**config.mk**
```make
export PLATFORM = sky130hd
export DESIGN_NAME = stc_cmd_fifo
export DESIGN_NICKNAME = d
export VERILOG_FILES = /design/src/hdl/stc_pkg.sv /design/src/hdl/stc_cmd_fifo.sv
export SDC_FILE = /design/constraint.sdc
export NUM_CORES = 1
export LEC_CHECK = 0
export BUFFER_PORTS_ARGS = -buffer_cell sky130_fd_sc_hd__buf_4
export CORE_AREA = 4 4 131 133
export CTS_BUF_LIST = sky130_fd_sc_hd__clkbuf_4 sky130_fd_sc_hd__clkbuf_8
export DETAILED_ROUTE_END_ITERATION = 6
export DIE_AREA = 0 0 135 137
export MAX_ROUTING_LAYER = met4
export PLACE_DENSITY = 0.61
export SYNTH_ARGS = -nofsm -noshare
export SYNTH_HDL_FRONTEND = slang
export SYNTH_SLANG_ARGS = --single-unit
```
**constraint.sdc**
```tcl
create_clock -name clock -period 4.4 [get_ports clock]
set_clock_uncertainty 0.15 [all_clocks]
set_input_delay 1.1 -clock clock [delete_from_list [all_inputs] [get_ports clock]]
set_output_delay 1.1 -clock clock [all_outputs]
set_load 0.01 [all_outputs]
```
**src/hdl/stc_pkg.sv**
```systemverilog
// Shared types and constants for the SPI TPM transaction capture block.
package stc_pkg;

   localparam logic [1:0] OP_BYTE    = 2'd0;
   localparam logic [1:0] OP_CS_FALL = 2'd1;
   localparam logic [1:0] OP_CS_RISE = 2'd2;
   localparam logic [1:0] OP_POP     = 2'd3;

   localparam logic [1:0] KIND_ACK    = 2'd0;
   localparam logic [1:0] KIND_HEADER = 2'd1;
   localparam logic [1:0] KIND_DATA   = 2'd2;

   localparam logic [0:0] CSR_READ_CODE  = 1'b0;
   localparam logic [0:0] CSR_WRITE_CODE = 1'b1;

   localparam logic [7:0] READ_CODE_RESET  = 8'h83;
   localparam logic [7:0] WRITE_CODE_RESET = 8'h00;

   // TPM windows: 0x000000-0x00FFFF and 0xD40000-0xD4FFFF
   localparam logic [7:0] TPM_LOW_PAGE  = 8'h00;
   localparam logic [7:0] TPM_HIGH_PAGE = 8'hD4;

   typedef enum logic [1:0] {
      PH_IDLE,
      PH_CMD,
      PH_ADDR,
      PH_DATA
   } phase_type;

   typedef enum logic [1:0] {
      CMD_ACK,
      CMD_EMPTY,
      CMD_FRAME
   } cmd_kind_type;

   typedef enum logic [1:0] {
      BK_IDLE,
      BK_HDR,
      BK_BYTE
   } back_state_type;

   typedef struct packed {
      logic        is_tpm;
      logic [5:0]  len;
      logic [23:0] address;
      logic [7:0]  command;
   } frame_hdr_type;

   typedef struct packed {
      logic       en;
      logic [7:0] slot;
      logic [5:0] idx;
      logic [7:0] data;
   } byte_wr_type;

   typedef struct packed {
      logic          en;
      logic [7:0]    slot;
      frame_hdr_type hdr;
      logic [31:0]   stamp;
   } hdr_wr_type;

   typedef struct packed {
      cmd_kind_type kind;
      logic [7:0]   slot;
      logic [31:0]  errs;
      logic [31:0]  frms;
   } cmd_type;

   typedef struct packed {
      logic [1:0]  kind;
      logic        popped_valid;
      logic [7:0]  command;
      logic [23:0] address;
      logic [5:0]  payload_len;
      logic        is_tpm;
      logic [31:0] captured_time;
      logic [7:0]  data_byte;
      logic        last;
      logic [31:0] error_count;
      logic [31:0] frame_count;
   } rsp_type;

endpackage

```
**src/hdl/stc_cmd_fifo.sv**
```systemverilog
// Two-entry command queue between the front end and the back end.
module stc_cmd_fifo (
   input  logic             clock,
   input  logic             reset,
   input  logic             push,
   input  stc_pkg::cmd_type push_data,
   output logic             full,
   input  logic             pop,
   output logic             empty,
   output stc_pkg::cmd_type pop_data
);

   stc_pkg::cmd_type mem_ff [2];
   logic       wptr_ff, wptr_in;
   logic       rptr_ff, rptr_in;
   logic [1:0] count_ff, count_in;
   logic       do_push;
   logic       do_pop;

   assign full     = (count_ff == 2'd2);
   assign empty    = (count_ff == 2'd0);
   assign pop_data = mem_ff[rptr_ff];
   assign do_push  = push & ~full;
   assign do_pop   = pop & ~empty;

   always_comb begin
      wptr_in  = wptr_ff ^ do_push;
      rptr_in  = rptr_ff ^ do_pop;
      count_in = count_ff;
      if (do_push && !do_pop) begin
         count_in = count_ff + 2'd1;
      end else if (do_pop && !do_push) begin
         count_in = count_ff - 2'd1;
      end
   end

   always_ff @(posedge clock) begin
      if (do_push) begin
         mem_ff[wptr_ff] <= push_data;
      end
   end

   always_ff @(posedge clock) begin
      if (reset) begin
         wptr_ff  <= 1'b0;
         rptr_ff  <= 1'b0;
         count_ff <= 2'd0;
      end else begin
         wptr_ff  <= wptr_in;
         rptr_ff  <= rptr_in;
         count_ff <= count_in;
      end
   end

endmodule

```
# After elaboration in Yosys (flattened, before gate mapping)
# Memories as Yosys holds them, arrays and structs flattened. A register that Yosys moved wholly into a read port is not among the register bits.
# Cells that the tools add are included.
# totals
regBits,4
ram_bits,148
inputBits,78
output_inout_bits,76
wordCells,24
mem_count,1
# op_classes
addsub,2
eq_ne,1
mux,5
bitwise,6
reduce_logical,6
# memory_table
memory,words,width,read_ports,rd_ports_with_merged_regs,write_ports,line,rtl
mem_ff,2,74,1,1,1,stc_cmd_fifo.sv:13,stc_pkg::cmd_type mem_ff [2];
# op_table
cell,count
$mux 2,2
$mux 1,3
$add 2x1->2 const B,1
$and 1x1->1,2
$eq 2x2->1 const B,1
$logic_and 1x1->1,2
$logic_not 1->1,2
$logic_not 2->1,1
$not 1->1,2
$reduce_bool 2->1,1
$sub 2x1->2 const B,1
$xor 1x1->1,2

# Depth between registers and ports, before layout
# depth
word_depth,7
mapped_depth,6
depth_no_buf,6

# Worst setup path after synthesis
# No wires, ideal clock.
# synth_timing
path_type,input to register
from,input port push
to,memory mem_ff[1][0] (netlist name) (enable)
setup_time_ns,0.441
arrival_ns,3.116
required_time_ns,3.809
setup_slack_ns,0.694
stages,2
path_buffers,0
path_cell_list,nor2b_1 ha_1
# synth_between
elab_chain_len,3
# synth_lines
element,line,rtl
from (decl),stc_cmd_fifo.sv:5,"input logic push,"
$and 1x1->1,stc_cmd_fifo.sv:23,assign do_push = push & ~full;
$mux 1,stc_cmd_fifo.sv:38,if (do_push) begin
$mux 1 (not written as such),stc_cmd_fifo.sv:39,mem_ff[wptr_ff] <= push_data;
to (decl),stc_cmd_fifo.sv:13,
# No other way between the ends.

==> reports/metrics.yaml <==
status:
  outcome: "completed"
route:
  vias: 2811
  wl_per_cell_um: 16.0
  dr.pass1.iters: 4
  drt-vias-per-instance: 4.36
  wirelength_um: 10300
  drc: 0
  drtAntennaViolNets: 0
  drt-initial-drc-count: 146
logic_synthesis:
  ys_ff_latch: 152
  syn-cell-area_um2: 5550
  avgSynthCellArea_um2: 22.1
  ys.warnings.count: 0
  ys_types: 15
  synth_fp_nets: 332
  synthCells: 251
  ys_seq_area_frac: 0.815
sta:
  rsz0062_at_grt: "no"
  worstMarginPinSlew_ps: 1110
  final-max-slew-violation-count: 0
  finalWorstSetupSlack_ps: 1050
  finalSetupTns_ps: 0
  hold_viol: 0
  min_period_ps: 3350
  slew_headroom: 0.258
  period_share: 0.761
  setup_violations: 0
  max_clock_freq_ghz: 0.299
clock_tree:
  cts_tree: "yes"
  cts-htree-levels: 4
  clkLatencyLatePin_ps: 430
  cts-root-buf: "clkbuf_8"
  cts_made_buffers: 17
  clkTransAtPathRegs_ps: 80
  postCtsHoldBufs: 0
  postCtsSetupBuffers: 0
  cts.sinks: 152
  cts-resized-gates: 0
  cts.path.max_buffers: 2
placed_design:
  port_buffers: 153
  post_dp_cell_area_um2: 6920
  gp_congestion: 0.687
  post-place-ws_ps: 1270
  dpl.hpwl_um: 6400
cells_and_area:
  fin_util: 0.463
  design_area_um2: 7330
  area_growth_pct: 32.1
  final_common_cell: "buf_4"
  nets: 496
  layout-drive-gt1-share: 0.614
  final_cell_mix: "buf_4, edfxtp_1, mux2_2, clkbuf_8"
  n_antenna_cell: 0
global_routing:
  grt-ovfl-total: 0
  antenna_found_initial: 0
  grt_pass1_vias: 3044
  grt_max_degree: 76
  track_usage: 0.116
  grt_pass1_wl_um: 15600
pwr:
  swShare: 0.266
  power_frac_comb: 0.260
  power_mw: 4.15
  clkPwrFrac: 0.256
  internal-power_mw: 3.05
  p_leak_nw: 2.69
  p_per_area_nw_per_um2: 566
  peakVddDrop_mv: 0.386
  sequentialPowerShare: 0.484
  power.switching_mw: 1.10
floorplanning:
  core.rowCount: 46
  dieHeight_um: 137
  core_area_um2: 15800
  dieArea_um2: 18500
  io_pins: 154
  initial_utilization: 0.351
  die_w_um: 135
critical_path:
  cp-end-kind: "output pin"
  critical_path.max_fanout: 75
  cp-start-kind: "flop"
  crit_type: "flop to output pin"
  cp.arrival_ps: 2100
  worstPathRequired_ps: 3150
hold_path:
  hold_class: "flop to flop"
run:
  max-cap-violations: 0
==> kinds of logic after synthesis <==
logic type	count (synthesis)	synth area share
multiplexers	74	0.150
AND/OR/NAND/NOR	7	0.00654
XOR/XNOR	3	0.00473
flip-flops	152	0.815
AO/OA/AOI/OAI	3	0.00270
adder cells (fa/ha/maj)	3	0.00676
buffers and inverters	9	0.0140
==> stage by stage <==
step	std cells	hold slack, ps
3_5_place_dp	612	371
5_1_grt	644	440
6_report	644	391
2_1_floorplan	251	321
3_3_place_gp	612	340
4_1_cts	644	385
==> metal layers <==
metal | share of wire | routed length [µm] | up-vias | track usage
met2 | 0.49 | 5060 | 98 | 0.182
met3 | 0.076 | 785 | 19 | 0.0471
met5 | 0 | 0 | - | -
met1 | 0.41 | 4260 | 1378 | 0.130
met4 | 0.020 | 206 | 0 | 0.0538
li1 | - | - | 1316 | -
==> power by group through the flow <==
stage	Combinational (mW)	Sequential [mW]	Clock, mW
2_1_floorplan	0.678	1.94	0
3_3_place_gp	1.10	2.04	0
3_5_place_dp	1.10	2.05	0
4_1_cts	1.11	2.02	1.10
5_1_grt	1.16	2.04	1.17
6_report	1.08	2.01	1.06
==> flip-flops by register name, summed over array words and instances (netlist names) <==
signal and count:
wptr_ff 1, count_ff 2, rptr_ff 1, mem_ff 148
==> cells in the mapped netlist (all sizes together) <==
| cell type | count | area (µm²) |
|---|---|---|
| inv | 1 | 3.75 |
| nor2 | 4 | 15.0 |
| or3 | 1 | 6.26 |
| a21oi | 1 | 5.00 |
| ha | 3 | 37.5 |
| dfxtp | 4 | 80.1 |
| mux2 | 74 | 833 |
| buf | 8 | 73.8 |
| xor2 | 3 | 26.3 |
| edfxtp | 148 | 4440 |
| and2b | 1 | 8.76 |
| nor2b | 1 | 6.26 |
| o21ai | 2 | 10.0 |
==> critical path: stages, from the launching register on <==
cell and delay, ps:
dfxtp_4 1050, mux2_2 430, buf_4 150
==> area by class of cell <==
type / instances / area [µm²]
inverters: 1 / 3.75
flip-flops and latches: 152 / 4530
repair buffers: 153 / 1150
clock inverters: 8 / 96.3
clock buffers: 24 / 312
well taps: 216 / 270
fillers: 1391 / 8500
multi-input cells: 90 / 973
==> worst paths after layout <==
kind | start | to | slack, ps | cells after the start
max | rptr_ff | pop_data[23] | 1050 | 2
min reg2reg | count_ff[1] | count_ff[1] | 390 | 2
min | count_ff[1] | count_ff[1] | 390 | 2
max reg2reg | count_ff[0] | mem_ff[1][69] | 1820 | 3
(Power assumes the default switching activity.)
