<file path="src/hdl/stc_pkg.sv">
// Shared types and constants for the SPI TPM transaction capture block.
package stc_pkg;

   localparam logic [1:0] OP_BYTE    = 2'd0;
   localparam logic [1:0] OP_CS_FALL = 2'd1;
   localparam logic [1:0] OP_CS_RISE = 2'd2;
   localparam logic [1:0] OP_POP     = 2'd3;

   localparam logic [1:0] KIND_ACK    = 2'd0;
   localparam logic [1:0] KIND_HEADER = 2'd1;
   localparam logic [1:0] KIND_DATA   = 2'd2;

   localparam logic [0:0] CSR_READ_CODE  = 1'b0;
   localparam logic [0:0] CSR_WRITE_CODE = 1'b1;

   localparam logic [7:0] READ_CODE_RESET  = 8'h83;
   localparam logic [7:0] WRITE_CODE_RESET = 8'h00;

   // TPM windows: 0x000000-0x00FFFF and 0xD40000-0xD4FFFF
   localparam logic [7:0] TPM_LOW_PAGE  = 8'h00;
   localparam logic [7:0] TPM_HIGH_PAGE = 8'hD4;

   typedef enum logic [1:0] {
      PH_IDLE,
      PH_CMD,
      PH_ADDR,
      PH_DATA
   } phase_type;

   typedef enum logic [1:0] {
      CMD_ACK,
      CMD_EMPTY,
      CMD_FRAME
   } cmd_kind_type;

   typedef enum logic [1:0] {
      BK_IDLE,
      BK_HDR,
      BK_BYTE
   } back_state_type;

   typedef struct packed {
      logic        is_tpm;
      logic [5:0]  len;
      logic [23:0] address;
      logic [7:0]  command;
   } frame_hdr_type;

   typedef struct packed {
      logic       en;
      logic [7:0] slot;
      logic [5:0] idx;
      logic [7:0] data;
   } byte_wr_type;

   typedef struct packed {
      logic          en;
      logic [7:0]    slot;
      frame_hdr_type hdr;
      logic [31:0]   stamp;
   } hdr_wr_type;

   typedef struct packed {
      cmd_kind_type kind;
      logic [7:0]   slot;
      logic [31:0]  errs;
      logic [31:0]  frms;
   } cmd_type;

   typedef struct packed {
      logic [1:0]  kind;
      logic        popped_valid;
      logic [7:0]  command;
      logic [23:0] address;
      logic [5:0]  payload_len;
      logic        is_tpm;
      logic [31:0] captured_time;
      logic [7:0]  data_byte;
      logic        last;
      logic [31:0] error_count;
      logic [31:0] frame_count;
   } rsp_type;

endpackage

</file>
<file path="src/hdl/stc_front.sv">
// Front end: frame parser, ring pointers, tallies and command issue.
module stc_front #(
   parameter int MAX_DATA    = 32,
   parameter int QUEUE_DEPTH = 16
) (
   input  logic                 clock,
   input  logic                 reset,
   input  logic                 req_push,
   output logic                 req_full,
   input  logic [1:0]           req_opcode,
   input  logic [7:0]           req_byte_value,
   input  logic [31:0]          req_timestamp,
   input  logic                 csr_valid,
   input  logic [0:0]           csr_index,
   input  logic [7:0]           csr_data,
   input  logic                 cmdq_full,
   output logic                 cmdq_push,
   output stc_pkg::cmd_type     cmdq_data,
   output stc_pkg::byte_wr_type byte_wr,
   output stc_pkg::hdr_wr_type  hdr_wr,
   input  logic                 pop_done
);

   localparam int SW = $clog2(QUEUE_DEPTH);
   localparam int CW = $clog2(MAX_DATA + 1);
   localparam logic [SW-1:0] LAST_SLOT = SW'(QUEUE_DEPTH - 1);
   localparam logic [CW-1:0] MAX_CNT   = CW'(MAX_DATA);

   stc_pkg::phase_type phase_ff, phase_in;
   logic [7:0]    cmd_ff, cmd_in;
   logic [23:0]   addr_ff, addr_in;
   logic [1:0]    abytes_ff, abytes_in;
   logic [CW-1:0] cnt_ff, cnt_in;
   logic [SW-1:0] head_ff, head_in;
   logic [SW-1:0] tail_ff, tail_in;
   logic [31:0]   err_ff, err_in;
   logic [31:0]   frm_ff, frm_in;
   logic          busy_ff, busy_in;
   logic [7:0]    rd_code_ff, rd_code_in;
   logic [7:0]    wr_code_ff, wr_code_in;

   logic          accept;
   logic [SW-1:0] head_nxt;
   logic [SW-1:0] tail_nxt;
   logic          tpm;

   // hold off everything while a frame is streamed out, so its slot stays intact
   assign req_full = cmdq_full | busy_ff;
   assign accept   = req_push & ~req_full;

   assign head_nxt = (head_ff == LAST_SLOT) ? '0 : head_ff + SW'(1);
   assign tail_nxt = (tail_ff == LAST_SLOT) ? '0 : tail_ff + SW'(1);
   assign tpm      = (addr_ff[23:16] == stc_pkg::TPM_LOW_PAGE) ||
                     (addr_ff[23:16] == stc_pkg::TPM_HIGH_PAGE);

   always_comb begin
      rd_code_in = rd_code_ff;
      wr_code_in = wr_code_ff;
      if (csr_valid) begin
         case (csr_index)
            stc_pkg::CSR_READ_CODE:  rd_code_in = csr_data;
            stc_pkg::CSR_WRITE_CODE: wr_code_in = csr_data;
            default: ;
         endcase
      end
   end

   always_comb begin
      phase_in  = phase_ff;
      cmd_in    = cmd_ff;
      addr_in   = addr_ff;
      abytes_in = abytes_ff;
      cnt_in    = cnt_ff;
      head_in   = head_ff;
      tail_in   = tail_ff;
      err_in    = err_ff;
      frm_in    = frm_ff;
      busy_in   = busy_ff & ~pop_done;
      byte_wr   = '0;
      hdr_wr    = '0;
      cmdq_data = '0;
      cmdq_data.kind = stc_pkg::CMD_ACK;
      if (accept) begin
         case (req_opcode)
            stc_pkg::OP_BYTE: begin
               case (phase_ff)
                  stc_pkg::PH_CMD: begin
                     cmd_in = req_byte_value;
                     if (req_byte_value != rd_code_ff && req_byte_value != wr_code_ff) begin
                        err_in = err_ff + 32'd1;
                     end
                     phase_in  = stc_pkg::PH_ADDR;
                     abytes_in = 2'd0;
                  end
                  stc_pkg::PH_ADDR: begin
                     addr_in = {addr_ff[15:0], req_byte_value};
                     if (abytes_ff == 2'd2) begin
                        phase_in  = stc_pkg::PH_DATA;
                        abytes_in = 2'd0;
                        cnt_in    = '0;
                     end else begin
                        abytes_in = abytes_ff + 2'd1;
                     end
                  end
                  stc_pkg::PH_DATA: begin
                     // write straight into the free head slot of the ring
                     if (cnt_ff < MAX_CNT) begin
                        byte_wr.en   = 1'b1;
                        byte_wr.slot = 8'(head_ff);
                        byte_wr.idx  = 6'(cnt_ff);
                        byte_wr.data = req_byte_value;
                        cnt_in       = cnt_ff + CW'(1);
                     end
                  end
                  default: ;
               endcase
            end
            stc_pkg::OP_CS_FALL: begin
               phase_in  = stc_pkg::PH_CMD;
               abytes_in = 2'd0;
               cmd_in    = 8'd0;
               addr_in   = 24'd0;
               cnt_in    = '0;
            end
            stc_pkg::OP_CS_RISE: begin
               if (phase_ff == stc_pkg::PH_ADDR || phase_ff == stc_pkg::PH_DATA) begin
                  if (head_nxt == tail_ff) begin
                     err_in = err_ff + 32'd1;
                  end else begin
                     hdr_wr.en          = 1'b1;
                     hdr_wr.slot        = 8'(head_ff);
                     hdr_wr.hdr.command = cmd_ff;
                     hdr_wr.hdr.address = addr_ff;
                     hdr_wr.hdr.len     = 6'(cnt_ff);
                     hdr_wr.hdr.is_tpm  = tpm;
                     hdr_wr.stamp       = req_timestamp;
                     head_in            = head_nxt;
                     frm_in             = frm_ff + 32'd1;
                  end
               end
               phase_in = stc_pkg::PH_IDLE;
            end
            stc_pkg::OP_POP: begin
               if (head_ff == tail_ff) begin
                  cmdq_data.kind = stc_pkg::CMD_EMPTY;
               end else begin
                  cmdq_data.kind = stc_pkg::CMD_FRAME;
                  cmdq_data.slot = 8'(tail_ff);
                  tail_in        = tail_nxt;
                  busy_in        = 1'b1;
               end
            end
            default: ;
         endcase
      end
      cmdq_data.errs = err_in;
      cmdq_data.frms = frm_in;
   end

   assign cmdq_push = accept;

   always_ff @(posedge clock) begin
      if (reset) begin
         phase_ff   <= stc_pkg::PH_IDLE;
         cmd_ff     <= 8'd0;
         addr_ff    <= 24'd0;
         abytes_ff  <= 2'd0;
         cnt_ff     <= '0;
         head_ff    <= '0;
         tail_ff    <= '0;
         err_ff     <= 32'd0;
         frm_ff     <= 32'd0;
         busy_ff    <= 1'b0;
         rd_code_ff <= stc_pkg::READ_CODE_RESET;
         wr_code_ff <= stc_pkg::WRITE_CODE_RESET;
      end else begin
         phase_ff   <= phase_in;
         cmd_ff     <= cmd_in;
         addr_ff    <= addr_in;
         abytes_ff  <= abytes_in;
         cnt_ff     <= cnt_in;
         head_ff    <= head_in;
         tail_ff    <= tail_in;
         err_ff     <= err_in;
         frm_ff     <= frm_in;
         busy_ff    <= busy_in;
         rd_code_ff <= rd_code_in;
         wr_code_ff <= wr_code_in;
      end
   end

endmodule

</file>
<file path="config.mk">
export PLATFORM = sky130hd
export DESIGN_NAME = stc_front
export DESIGN_NICKNAME = d
export VERILOG_FILES = /design/src/hdl/stc_pkg.sv /design/src/hdl/stc_front.sv
export SDC_FILE = /design/constraint.sdc
export NUM_CORES = 1
export LEC_CHECK = 0
export ABC_CLOCK_PERIOD_IN_PS = 3500
export BUFFER_PORTS_ARGS = -buffer_cell sky130_fd_sc_hd__buf_2
export CAP_MARGIN = 20
export CORE_MARGIN = 5
export CORE_UTILIZATION = 52
export CTS_CLUSTER_SIZE = 14
export DETAILED_ROUTE_END_ITERATION = 7
export PLACE_DENSITY = 0.85
export RECOVER_POWER = 25
export SLEW_MARGIN = 20
export SYNTH_ARGS = -nofsm -noshare
export SYNTH_HDL_FRONTEND = slang
export SYNTH_SLANG_ARGS = --single-unit
</file>
<file path="constraint.sdc">
create_clock -name clock -period 3.5 [get_ports clock]
set_input_delay 0.525 -clock clock [delete_from_list [all_inputs] [get_ports clock]]
set_output_delay 0.525 -clock clock [all_outputs]
set_load 0.01 [all_outputs]
</file>
# ---- Word-level counts from Yosys, hierarchy flattened
# Cells that the tools add are included.
dict set report totals {
  ff_bits 131
  input_bits 57
}
dict set report classes {
  n_addsub 6
  magnitude_cmp 1
  n_eq_ne 20
  muxes 41
  bitwise_logic 8
  n_reduce_logical 16
}
# op count
set op_table {}
lappend op_table {{80-bit 2-to-1 mux} 4}
lappend op_table {{32-bit 2-to-1 mux} 9}
lappend op_table {{23-bit 2-to-1 mux} 4}
lappend op_table {{32-bit by 1-bit adder with 32-bit output, second input constant} 2}
lappend op_table {{32-bit case mux with 2 select lines} 1}
lappend op_table {{24-bit case mux with 2 select lines} 1}
lappend op_table {{24-bit 2-to-1 mux} 1}
lappend op_table {{6-bit case mux with 2 select lines} 2}
lappend op_table {{10-bit 2-to-1 mux} 2}
lappend op_table {{8-bit != test} 2}
lappend op_table {{8-bit case mux with 2 select lines} 1}
lappend op_table {{4-bit 2-to-1 mux} 3}
lappend op_table {{6-bit 2-to-1 mux} 2}
lappend op_table {{2-bit case mux with 2 select lines} 3}
lappend op_table {{3-bit AND reduction} 4}
lappend op_table {{2-bit equality test, second input constant} 5}
lappend op_table {{3-bit != test, second input constant} 3}
lappend op_table {{4-bit by 1-bit adder with 4-bit output, second input constant} 2}
lappend op_table {{4-bit equality test} 2}
lappend op_table {{4-bit equality test, second input constant} 2}
lappend op_table {{8-bit equality test, second input constant} 1}
lappend op_table {{8-bit zero test} 1}
lappend op_table {{8-bit 2-to-1 mux} 1}
lappend op_table {{4-bit AND reduction} 2}
lappend op_table {{20 further kinds} 32}

# ---- Longest topological paths before layout
dict set report depth {
  ltp_word 7
  depth_mapped 10
}

# ---- Worst setup path after synthesis
# Ideal clock, no wire load.
dict set report synth_timing {
  path_type {flip-flop to output port}
  startpoint {register head_ff[1]}
  endpoint {output port cmdq_data[63] (netlist bit)}
  arrival_ns 2.395
  required_time_ns 2.975
  setup_slack_ns 0.580
  stages_incl_launch_ff 10
  path_buffers 1
  cell_sequence {dfxtp_1 -> ha_1 -> a21o_2 -> a31oi_2 -> xor2_2 -> or3_1 -> buf_6 -> a21oi_4 -> or3b_1 -> nand2_1}
}
# item line_no
set synth_rtl {}
lappend synth_rtl {{start, declared} stc_front.sv:34} ;# logic [SW-1:0] head_ff, head_in;
lappend synth_rtl {{start signal, assigned} stc_front.sv:182} ;# head_ff <= head_in;
lappend synth_rtl {{end, declared} stc_front.sv:18} ;# output stc_pkg::cmd_type cmdq_data,

==> impl_metrics.json <==
{
  "status": "finished, violations left",
  "violations": "max-capacitance violations, max-slew violations",
  "wl_per_cell_um": 16.0,
  "place.detailed.hpwl_um": 14700,
  "via_per_inst": 5.61,
  "rsz0062_at_grt": "true",
  "ys.flop_type": "dfxtp_1",
  "cts_hold_repair.buffers": 0,
  "grt_max_degree": 69,
  "layout_common_cells": "220 x buf_2, 129 x dfxtp_1, 110 x nand2_1",
  "h-tree-depth": 4,
  "whs_path_depth": 3,
  "p_int_uw": 2650,
  "regArea_um2": 2630,
  "nNetsFinal": 1185,
  "cp.arrival_ns": 2.94,
  "fillers": 1096,
  "gp_congestion": 0.880,
  "r2r-start": "head_ff[1]",
  "max_slew_margin_pct": -104,
  "maxSlewViolCount": 68,
  "synth_edf_count": 0,
  "multi_input_area_um2": 4400,
  "critical-path-top-delay-family": "compound AO/OA/AOI/OAI gates",
  "crit_required_ns": 2.97,
  "ys_seq_area_share_pct": 36.1,
  "gr-total-overflow": 0,
  "layout_commonest_cell": "buf_2",
  "final_util_pct": 67.4,
  "cts_tree": "done",
  "clock-root-buffer": "clkbuf_16",
  "antenna_found_initial": 0,
  "crit_type": "register to output pin",
  "areaGrowthSynthToFinish_pct": 27.7,
  "port_buffers": 222,
  "setup_tns_ns": 0,
  "insertion_delay_ns": 0.43,
  "final_layout_size_suffix_gt1_share_pct": 27.1,
  "fin_cells": 1309,
  "ys_types": 58,
  "max-clock-path-buffers": 2,
  "drv_cap": 1,
  "die_h_um": 128,
  "avgSynthCellArea_um2": 8.08,
  "hp-start": "csr_data[1]",
  "num_vias": 7340,
  "chipWidth_um": 128,
  "cts.clk_slew.worst_paths_ns": 0.06,
  "reg2reg_to": "head_ff[3]",
  "pwr-share-seq_pct": 43.1,
  "crit_fanout": 8,
  "async_flop_share_pct": 0,
  "drt.antenna.violating_nets": 0,
  "yosysWarningCount": 0,
  "synth.area.top_cells": "dfxtp_1 36%, and2_1 8.6%, nand2_1 5.7%, a21oi_1 5.2%, nor2b_1 3.7%",
  "antenna_cells": 0,
  "dp_cells": 1267,
  "rows": 43,
  "reg2reg_depth": 11,
  "pwr-share-comb_pct": 5.9,
  "setup-violations-final": 0,
  "min_to": "rd_code_ff[1]",
  "fin_crit_sh_pct": 99.0,
  "worstMarginPinSlew_ns": 3.06,
  "drt_pass1_iterations": 5,
  "grt_use_total_pct": 24.8,
  "leakage_uw": 0.00426,
  "vdd_drop_max_mv": 0.348,
  "power.total_uw": 3520,
  "setup.worst_path.start_class": "register",
  "core_um2": 13800,
  "path_buf_inv": 4,
  "drc": 0,
  "ios": 236,
  "clockPowerShare_pct": 51.0,
  "start_util_pct": 52.8,
  "grt_pass1_vias": 6849,
  "synth_area_leader_cell": "dfxtp_1",
  "clock_skew_ns": 0.00780,
  "clock-sinks": 131,
  "synth_top_cell_area_share_pct": 36.1,
  "cp-end-kind": "output pin",
  "worst_path_max_delay_cell": "or3_4",
  "p_switching_uw": 874,
  "cts_made_buffers": 17,
  "period_needed_ns": 3.47,
  "syn_area_um2": 7270,
  "p_sw_share_pct": 24.8,
  "hold_violations": 0,
  "holdCritPathClass": "input pin to register",
  "drt_wl_total_um": 20900,
  "drtIter0Drc": 527,
  "dieArea_um2": 16400,
  "ys_seq_elements": 131,
  "grt_pass1_wl_um": 33300,
  "r2r_slack_ns": 0.83,
  "worst_path_largest_cell_delay_ns": 0.43,
  "crit_path_cell_trace": "buf_4, a21o_2, a31oi_4, xor2_4, or3_4, a21oi_4, buf_4, buf_4, nand2_1, a31oi_2, buf_2",
  "fmax_mhz": 288,
  "critical_path.most_common_cell": "buf_4",
  "syn_inst": 899,
  "power_density_nw_per_um2": 380
}
==> power by group through the flow <==
stage	clock network [uW]	logic [uW]	registers, uW
floorplan	0	135	1550
global placement	0	192	1550
detailed placement	0	196	1550
CTS	1820	199	1520
global route	1890	228	1520
finish	1800	206	1520
==> worst max-delay path by stage <==
stage,cells past startpoint,end,startpoint,slack (ns)
after global routing,11,cmdq_data[60],head_ff[0],-0.07
after CTS,10,cmdq_data[60],head_ff[0],-0.02
final,11,cmdq_data[60],head_ff[1],0.03
after detailed placement,11,cmdq_data[5],req_opcode[0],0.25
after global placement,11,cmdq_data[9],req_opcode[0],0.33
after floorplan,9,cmdq_data[63],head_ff[1],0.58
==> repair_timing <==
item / 4_1_cts / 5_1_grt
hold endpoints to repair: 0 / 0
pin swaps: 1 / 2
endpoints found under the setup margin: 36 / 28
cloned: 0 / 1
gates resized for setup: 7 / 16
buffers inserted: 4 / 5
==> worst min-delay path, delay by kind of cell <==
kind | cells | cell delay [ns]
buffers and inverters | 1 | 0.09
AND/OR/NAND/NOR | 2 | 0.11
==> per-layer routing <==
metal / up-vias / GRT usage [%] / part of all wire (%)
met1: 3435 / 31.0 / 40
li1: 3540 / - / -
met4: 0 / 7.93 / 2.0
met2: 326 / 41.4 / 49
met3: 39 / 6.67 / 8.7
met5: - / 0 / 0
==> flip-flops by register name, indices dropped and copies added, names as in the netlist <==
name,flops
head_ff,4
abytes_ff,2
wr_code_ff,8
addr_ff,24
tail_ff,4
phase_ff,2
frm_ff,32
rd_code_ff,8
busy_ff,1
cnt_ff,6
cmd_ff,8
err_ff,32
==> kinds of logic (layout without fill, tap and decap cells) <==
family	after synthesis	in the layout	synth area share [%]
flops	131	131	36.1
other cells	1	13	0.0516
mux	13	13	1.79
buf+inv	80	298	5.39
fa+ha+maj	12	12	2.07
xor+xnor	60	60	7.44
compound gates	164	164	14.6
simple gates	438	438	32.6
==> final cells by class <==
cell class | count | share of cell area (%)
Multi-Input combinational cell | 700 | 47.4
Sequential cell | 131 | 28.3
Timing Repair Buffer | 250 | 14.8
Clock buffer | 17 | 4.58
Tap cell | 180 | 2.43
Clock inverter | 15 | 1.86
Inverter | 16 | 0.674
==> cell usage after synthesis, types with 2 or more instances <==
master     instances
dfxtp_1          131
nand2_1          110
and2_1           100
a21oi_1           76
nor2_1            55
nor2b_1           43
clkbuf_1          37
xor2_1            30
xnor2_1           28
a31oi_1           27
nand3_1           27
a311oi_1          25
and3_1            23
nand3b_1          23
nand4_1           22
inv_1             15
buf_4             14
mux2i_1           13
ha_1              12
and4_1             9
nor3_1             8
o21ai_0            8
buf_2              7
buf_6              4
nand2b_1           4
nor4_1             4
a211oi_1           3
o31ai_1            3
a21boi_0           2
a21o_1             2
a22oi_1            2
a31oi_2            2
buf_1              2
o2111ai_1          2
or3_1              2
or4_1              2
==> metrics by stage <==
| stage | setup WS, ns | area (um^2) | hold slack [ns] |
|---|---|---|---|
| CTS | -0.0190 | 9150 | 0.313 |
| detailed placement | 0.246 | 8480 | 0.453 |
| global placement | 0.327 | 8480 | 0.445 |
| floorplan | 0.580 | 7310 | 0.435 |
| finish | 0.0336 | 9280 | 0.327 |
| global route | -0.0673 | 9280 | 0.332 |
Note: power is estimated with default switching activity, not from simulation.
